$ cat src/hdl/isqrt_pkg.sv
package isqrt_pkg;

    // fixed widths of the word fields
    localparam int VALUE_W = 64;
    localparam int ROOT_W  = 32;

    // default operand width used by the top level
    localparam int DATA_WIDTH_DEF = 64;

    // control bits that travel with each word down the pipe
    typedef struct packed {
        logic vld;
        logic neg;
    } t_ctl;

endpackage

$ cat src/hdl/isqrt_stage.sv
module isqrt_stage
    import isqrt_pkg::*;
#(
    parameter int DATA_WIDTH = DATA_WIDTH_DEF,
    parameter int N_ITER     = 32,
    parameter int STAGE      = 0
) (
    input  logic                  i_clk,
    input  logic                  i_rst_n,
    input  logic                  i_en,
    input  t_ctl                  i_ctl,
    input  logic [DATA_WIDTH-1:0] i_rem,
    input  logic [DATA_WIDTH-1:0] i_part,
    input  logic [N_ITER-1:0]     i_root,
    output t_ctl                  o_ctl,
    output logic [DATA_WIDTH-1:0] o_rem,
    output logic [DATA_WIDTH-1:0] o_part,
    output logic [N_ITER-1:0]     o_root
);

    // trial value for this stage, a power of four
    localparam int SHIFT = 2 * (N_ITER - 1 - STAGE);
    localparam logic [DATA_WIDTH-1:0] TRIAL = DATA_WIDTH'(1) << SHIFT;

    t_ctl                  r_ctl;
    logic [DATA_WIDTH-1:0] r_rem;
    logic [DATA_WIDTH-1:0] r_part;
    logic [N_ITER-1:0]     r_root;

    logic [DATA_WIDTH:0]   sum;
    logic                  fit;
    logic [DATA_WIDTH-1:0] part_sh;
    logic [DATA_WIDTH-1:0] n_rem;
    logic [DATA_WIDTH-1:0] n_part;
    logic [N_ITER-1:0]     n_root;

    // one restoring step: compare, subtract, shift a root bit in
    always_comb begin
        sum     = {1'b0, TRIAL} + {1'b0, i_part};
        fit     = ({1'b0, i_rem} >= sum);
        part_sh = i_part >> 1;
        n_rem   = fit ? (i_rem - sum[DATA_WIDTH-1:0]) : i_rem;
        n_part  = fit ? (part_sh | TRIAL) : part_sh;
        n_root  = {i_root[N_ITER-2:0], fit};
    end

    // control bits
    always_ff @(posedge i_clk) begin
        if (!i_rst_n) begin
            r_ctl <= '0;
        end else if (i_en) begin
            r_ctl <= i_ctl;
        end
    end

    // datapath registers
    always_ff @(posedge i_clk) begin
        if (i_en) begin
            r_rem  <= n_rem;
            r_part <= n_part;
            r_root <= n_root;
        end
    end

    assign o_ctl  = r_ctl;
    assign o_rem  = r_rem;
    assign o_part = r_part;
    assign o_root = r_root;

endmodule

$ cat src/hdl/integer_square_root_unit.sv
// Integer square root of a signed operand, floor(sqrt(value)), by the restoring
// binary digit-by-digit method. Only the low DATA_WIDTH bits of i_value are used,
// with bit DATA_WIDTH-1 as the sign; a negative operand gives root zero and
// o_negative_error set. Each pipeline stage resolves one root bit, so the block
// has N_ITER = (DATA_WIDTH-2)/2 + 1 stages (32 at the default width of 64): a word
// passes through N_ITER registered stages, and a new word can enter every cycle while o_ready is high.
// The whole pipe advances together; it holds only while the output word waits
// and the downstream side is not ready, and no reset-time sweep is needed.
module integer_square_root_unit
    import isqrt_pkg::*;
#(
    parameter int DATA_WIDTH = DATA_WIDTH_DEF
) (
    input  logic               i_clk,
    input  logic               i_rst_n,
    input  logic               i_valid,
    output logic               o_ready,
    input  logic [VALUE_W-1:0] i_value,
    output logic               o_valid,
    input  logic               i_ready,
    output logic [ROOT_W-1:0]  o_root,
    output logic               o_negative_error
);

    localparam int N_ITER = (DATA_WIDTH - 2) / 2 + 1;

    t_ctl                  ctl  [N_ITER+1];
    logic [DATA_WIDTH-1:0] rem  [N_ITER+1];
    logic [DATA_WIDTH-1:0] part [N_ITER+1];
    logic [N_ITER-1:0]     root [N_ITER+1];
    logic                  en;
    logic                  neg;

    // pipe advances unless the output word is stuck
    assign en      = !ctl[N_ITER].vld || i_ready;
    assign o_ready = en;

    // stage input: a negative operand starts with zero remainder, giving root zero
    assign neg         = i_value[DATA_WIDTH-1];
    assign ctl[0].vld  = i_valid;
    assign ctl[0].neg  = neg;
    assign rem[0]      = neg ? '0 : i_value[DATA_WIDTH-1:0];
    assign part[0]     = '0;
    assign root[0]     = '0;

    // one stage per root bit
    for (genvar k = 0; k < N_ITER; k++) begin : g_stage
        isqrt_stage #(
            .DATA_WIDTH (DATA_WIDTH),
            .N_ITER     (N_ITER),
            .STAGE      (k)
        ) u_stage (
            .i_clk   (i_clk),
            .i_rst_n (i_rst_n),
            .i_en    (en),
            .i_ctl   (ctl[k]),
            .i_rem   (rem[k]),
            .i_part  (part[k]),
            .i_root  (root[k]),
            .o_ctl   (ctl[k+1]),
            .o_rem   (rem[k+1]),
            .o_part  (part[k+1]),
            .o_root  (root[k+1])
        );
    end

    // output word
    assign o_valid          = ctl[N_ITER].vld;
    assign o_negative_error = ctl[N_ITER].neg;
    assign o_root           = ROOT_W'(root[N_ITER]);

`ifndef SYNTHESIS
    // a negative operand must come out with a zero root
    a_neg_zero: assert property (@(posedge i_clk) disable iff (!i_rst_n)
        o_valid && o_negative_error |-> o_root == '0)
        else $error("negative operand produced a nonzero root");

    // the pipe only stalls when a finished word is waiting
    a_stall_full: assert property (@(posedge i_clk) disable iff (!i_rst_n)
        !o_ready |-> o_valid)
        else $error("pipe stalled with no word at the output");

    // root never needs more bits than the number of resolved bits
    a_root_width: assert property (@(posedge i_clk) disable iff (!i_rst_n)
        o_valid |-> (o_root >> N_ITER) == '0)
        else $error("root wider than the stage count");
`endif

endmodule
$ cat config.mk
export PLATFORM = sky130hd
export DESIGN_NAME = integer_square_root_unit
export DESIGN_NICKNAME = d
export VERILOG_FILES = /design/src/hdl/isqrt_pkg.sv /design/src/hdl/isqrt_stage.sv /design/src/hdl/integer_square_root_unit.sv
export SDC_FILE = /design/constraint.sdc
export NUM_CORES = 2
export LEC_CHECK = 0
export BUFFER_PORTS_ARGS = -buffer_cell sky130_fd_sc_hd__buf_2
export CAP_MARGIN = 20
export CELL_PAD_IN_SITES_DETAIL_PLACEMENT = 0
export CELL_PAD_IN_SITES_GLOBAL_PLACEMENT = 1
export CORE_UTILIZATION = 40
export CTS_BUF_LIST = sky130_fd_sc_hd__clkbuf_16
export DETAILED_ROUTE_END_ITERATION = 12
export GPL_ROUTABILITY_DRIVEN = 0
export PLACE_DENSITY = 0.72
export SLEW_MARGIN = 40
export SYNTH_ARGS = -nofsm -noshare
export SYNTH_HDL_FRONTEND = slang
export SYNTH_SLANG_ARGS = --single-unit
$ cat constraint.sdc
create_clock -name i_clk -period 135.3 [get_ports i_clk]
set_input_delay 6.765 -clock i_clk [delete_from_list [all_inputs] [get_ports i_clk]]
set_output_delay 6.765 -clock i_clk [all_outputs]
set_load 0.01 [all_outputs]
After elaboration in Yosys (flattened, before gate mapping)
Cells that the tools add are included.
{ "word_totals": {"regBits": 4560, "inputBits": 68, "output_inout_bits": 35, "elab_cells": 317} }
{ "classes": {"n_addsub": 62, "order_cmp": 32, "mux": 33, "reduce_logical": 2} }
{ "op_table": {"columns": ["cell", "count"], "rows": [
  ["greater-or-equal comparator 64 x 65 -> 1 bit", 31],
  ["2-to-1 mux 64 bit", 31],
  ["subtractor 64 bit", 30],
  ["2-to-1 mux 63 bit", 2],
  ["adder 1 x 64 -> 65 bit, first input constant", 1],
  ["adder 11 x 64 -> 65 bit, first input constant", 1],
  ["adder 13 x 64 -> 65 bit, first input constant", 1],
  ["adder 15 x 64 -> 65 bit, first input constant", 1],
  ["adder 17 x 64 -> 65 bit, first input constant", 1],
  ["adder 19 x 64 -> 65 bit, first input constant", 1],
  ["adder 21 x 64 -> 65 bit, first input constant", 1],
  ["adder 23 x 64 -> 65 bit, first input constant", 1],
  ["adder 25 x 64 -> 65 bit, first input constant", 1],
  ["adder 27 x 64 -> 65 bit, first input constant", 1],
  ["adder 29 x 64 -> 65 bit, first input constant", 1],
  ["adder 3 x 64 -> 65 bit, first input constant", 1],
  ["adder 31 x 64 -> 65 bit, first input constant", 1],
  ["adder 33 x 64 -> 65 bit, first input constant", 1],
  ["adder 35 x 64 -> 65 bit, first input constant", 1],
  ["adder 37 x 64 -> 65 bit, first input constant", 1],
  ["adder 39 x 64 -> 65 bit, first input constant", 1],
  ["adder 41 x 64 -> 65 bit, first input constant", 1],
  ["adder 43 x 64 -> 65 bit, first input constant", 1],
  ["adder 45 x 64 -> 65 bit, first input constant", 1],
  ["other kinds (15)", 15]
]} }

Depth between registers and ports, before layout
{ "logic_depth": {"ltp_word": 3, "depth_mapped": 15, "depth_no_buf": 15} }

Cells and area by module
Synthesis repeated with hierarchy kept, for this count alone.
{ "unflattened": {"hier_cells": 31774, "hier_area_um2": 329483.5} }
{ "modules_own_cells": {"columns": ["mod", "n_inst", "cells_per_inst", "area_each_um2", "seq_area_each_um2"], "rows": [
  ["isqrt_stage (g_stage[28].u_stage)", 1, 1017, 10871.7, 4814.6],
  ["isqrt_stage (g_stage[26].u_stage)", 1, 1012, 10717.8, 4814.6],
  ["isqrt_stage (g_stage[27].u_stage)", 1, 983, 10699.0, 4814.6],
  ["isqrt_stage (g_stage[14].u_stage)", 1, 991, 10667.7, 4814.6],
  ["isqrt_stage (g_stage[29].u_stage)", 1, 997, 10661.5, 4814.6],
  ["isqrt_stage (g_stage[15].u_stage)", 1, 1010, 10642.7, 4814.6],
  ["isqrt_stage (g_stage[16].u_stage)", 1, 964, 10587.7, 4814.6],
  ["isqrt_stage (g_stage[30].u_stage)", 1, 1052, 10587.7, 4814.6],
  ["isqrt_stage (g_stage[21].u_stage)", 1, 995, 10570.1, 4814.6],
  ["isqrt_stage (g_stage[31].u_stage)", 1, 1060, 10565.1, 4814.6],
  ["isqrt_stage (g_stage[24].u_stage)", 1, 954, 10563.9, 4814.6],
  ["isqrt_stage (g_stage[19].u_stage)", 1, 1062, 10538.9, 4814.6],
  ["isqrt_stage (g_stage[22].u_stage)", 1, 961, 10501.3, 4814.6],
  ["isqrt_stage (g_stage[23].u_stage)", 1, 1062, 10441.3, 4814.6],
  ["+19 rows", null, null, null, null]
]} }

Worst setup path before layout
No wires, ideal clock.
{ "synth_timing": {"path_kind": "input to output", "start": "in i_ready", "end": "out o_ready", "arrival_ns": 87.121, "required_time_ns": 128.535, "slack_ns": 41.414, "cell_stages": 3, "n_path_buf": 1, "path_cell_list": "nor2b_1 -> inv_2 -> clkbuf_1"} }
{ "synth_between": {"elab_chain_cells": 1} }
{ "synth_rtl": {"columns": ["item", "line_no", "source"], "rows": [
  ["from (decl)", "integer_square_root_unit.sv:20", "input logic i_ready,"],
  ["logical OR 1 bit", "integer_square_root_unit.sv:35", "assign en = !ctl[N_ITER].vld || i_ready;"],
  ["to (decl)", "integer_square_root_unit.sv:17", "output logic o_ready,"]
]} }
No other way between the ends.

Final worst setup path
Ends and elaborated chain as after synthesis.

==> flow_summary.yaml <==
run_status:
  status: "finished with violations"
  violations: "design-rule violations"
floorplanning:
  start_util_pct: 40.2
  floorplan.die_area_um2: 344000
  ios: 103
  die_y_um: 586
  core_um2: 340000
  rows: 214
  die_x_um: 586
layout:
  num-fill-cells: 29900
  drive_above_1_share_pct: 7.68
  layout.nets: 11200
  synthToLayoutAreaGrowth_pct: 12.3
  final_core_util_pct: 45.1
global_route:
  grt_pass1_vias: 78700
  grt_start_max_net_pins: 179
  grt_usage_pct: 16.5
  grt_pass1_wl_mm: 449
  grt_overflow: 0
  antenna_found_initial: 15
worst_setup_path:
  cp_max_fo: 126
  required_ns: 128.54
  crit_type: "in -> out"
  critPathCaptureType: "output pin"
  startpoint_type: "input pin"
  critPathArrivalTime_ns: 8.25
logic_synthesis:
  synth_cells: 10300
  yosys_register_bits: 3041
  synth.cell_area_um2: 137000
  synthArstFlopShare_pct: 0
  yosys_warnings: 0
  synth_edf_count: 2977
  postSynthAreaPerCell_um2: 13.3
  yosysTopAreaCell: "edfxtp_1"
  synth_top_cells_by_area: "edfxtp_1 (65%), ha_1 (5.1%), xnor2_1 (2.9%), xor2_1 (2.7%), a21oi_1 (2.1%)"
  synthFlopType: "edfxtp_1"
  yosys.cell_types.count: 92
  synth_seq_area_share_pct: 66.4
  synth_top_area_share_pct: 65.5
timing:
  report.final.hold_viol_count: 0
  tns_ns: 0
  rsz0062_at_grt: "false"
  fin_skew_ns: 0.0503
  slew_viol_final: 0
  max_clock_freq_mhz: 66.6
  whs_ns: 0.401
  slew_headroom_pct: 39.7
  setup_violations: 0
  final.period_utilization_pct: 11.1
  worstMarginPinSlew_ns: 0.897
  period_minus_slack_ns: 15.02
pwr:
  power_switching_share_pct: 29.6
  ir_drop_uv: 9.68
  p_comb_share_pct: 19.7
  leakage_nw: 59.9
  pwr-share-seq_pct: 49.7
  switchingPower_w: 0.000840
  finalPower_w: 0.00284
  pwr-share-clk_pct: 30.7
  intPower_w: 0.00200
  p_per_area_nw_per_um2: 18.5
route:
  vias: 80400
  wl_per_cell_um: 18.9
  drt-total-wl_mm: 290
  ant_nets: 0
  drc: 14
  drtIter0Drc: 6361
  firstDrtPassIters: 10
  via_per_inst: 5.24
flow_run:
  max-cap-violations: 0
clock_network:
  tritoncts: "done"
  hold_buffers: 0
  clock_sinks: 3041
  clk_pin_slew_worst_paths_ns: 0.06
  cts-root-buf: "clkbuf_16"
  cts.htree.levels: 5
  cts_setup_buffers: 0
  cts-resized-gates: 0
  numCtsBuffers: 318
  insertion_delay_ns: 0.90
  cts.path.max_buffers: 4
place:
  io_buffers: 102
  dp_hpwl_mm: 213
hold_path:
  hold_path.class: "reg -> reg"
==> critical path, stage by stage <==
cell,delay (ns)
buf_2,0.12
nor2b_4,0.09
buf_4,0.54
inv_8,0.40
buf_2,0.29
==> metrics by stage <==
step / cells / area [um2] / setup slack, ns
after floorplan: 10300 / 137000 / 41.41
after global placement: 14700 / 142000 / 120.28
after detailed placement: 14700 / 143000 / 120.25
after CTS: 15300 / 153000 / 120.25
after global routing: 15300 / 153000 / 120.16
final: 15300 / 153000 / 120.28
==> power groups by stage <==
| stage | sequential [W] | combinational (W) | clock, W |
|---|---|---|---|
| floorplan | 0.00136 | 0.000420 | 0 |
| global placement | 0.00143 | 0.000542 | 0 |
| detailed placement | 0.00143 | 0.000551 | 0 |
| CTS | 0.00141 | 0.000556 | 0.000896 |
| global route | 0.00143 | 0.000619 | 0.000931 |
| finish | 0.00141 | 0.000559 | 0.000872 |
==> placed cells by master, fill, tap and decap left out, drive strengths merged, types with 333 or more instances in the layout <==
cell and n:
nor4 333, nand2 729, ha 556, nor2 596, o21ai 447, a21oi 563, xor2 416, inv 753
edfxtp 2977, xnor2 448
==> Yosys cell counts, types with 11 or more instances <==
| cell type | instances |
|---|---|
| o41ai_1 | 14 |
| nor4b_1 | 44 |
| nand3_1 | 131 |
| dfxtp_1 | 64 |
| or2_2 | 47 |
| o211ai_1 | 44 |
| and3_1 | 45 |
| nor3_1 | 275 |
| nand2b_1 | 99 |
| nor4_1 | 328 |
| a31oi_1 | 59 |
| a211oi_1 | 40 |
| clkbuf_1 | 202 |
| and4b_1 | 11 |
| o31ai_1 | 50 |
| inv_1 | 676 |
| nand2_1 | 729 |
| a21oi_1 | 563 |
| xor2_1 | 416 |
| o21bai_1 | 44 |
| edfxtp_1 | 2977 |
| and4_1 | 19 |
| ha_1 | 556 |
| or4_1 | 82 |
| a211o_1 | 16 |
| nand4b_1 | 23 |
| or3_1 | 105 |
| nor2_1 | 596 |
| nor3b_1 | 21 |
| mux2i_1 | 16 |
| nand3b_1 | 31 |
| and2_1 | 25 |
| xnor2_1 | 448 |
| a21o_1 | 263 |
| mux2_2 | 75 |
| nand4_1 | 154 |
| nor2b_1 | 147 |
| a221oi_1 | 11 |
| buf_1 | 15 |
| o21a_1 | 104 |
| o21ai_0 | 442 |
| a21boi_0 | 82 |
==> registers in the layout, summed over array words and instances, names as in the netlist <==
name / flops
g_stage.u_stage.o_ctl: 64
g_stage.u_stage.o_part: 496
g_stage.u_stage.o_rem: 1984
g_stage.u_stage.o_root: 497
==> path summary, 6_finish.rpt <==
kind                                               startpoint                             to  slack (ns)  cells after the start
worst max-delay path                                  i_ready                        o_ready      120.28                      5
worst min-delay path            g_stage[10].u_stage.o_root[3]  g_stage[11].u_stage.o_root[4]        0.40                      0
worst max register to register   g_stage[31].u_stage.o_ctl[1]  g_stage[18].u_stage.o_root[6]      128.38                     11
worst min register to register  g_stage[10].u_stage.o_root[3]  g_stage[11].u_stage.o_root[4]        0.40                      0
==> cells by family after synthesis <==
group	after synthesis	synth area share [%]
flip-flops	3041	66.4
buffers and inverters	913	2.53
XOR/XNOR	864	5.54
other	1	0.00275
AND/OR/NAND/NOR	2955	11.2
AO/OA/AOI/OAI	1857	8.51
multiplexers	91	0.736
adder cells (fa/ha/maj)	556	5.10
==> cell type report <==
class / count / area [um2] / area share [%]
Tap cell: 4536 / 5680 / 3.70
Clock inverter: 252 / 2460 / 1.60
Inverter: 684 / 2570 / 1.68
Sequential cell: 3041 / 90700 / 59.1
Multi-Input combinational cell: 6325 / 42600 / 27.8
Clock buffer: 322 / 8060 / 5.25
Antenna cell: 4 / 10.0 / 0.00653
Timing Repair Buffer: 166 / 1270 / 0.827
==> layer usage <==
layer | part of all wire (%) | wire, um | track usage [%]
met2 | 46 | 134000 | 27.1
met5 | 0.014 | 40 | 0
met3 | 6.3 | 18100 | 2.95
met4 | 2.9 | 8450 | 4.93
met1 | 44 | 129000 | 22.3
Note: power is estimated with default switching activity, not from simulation.
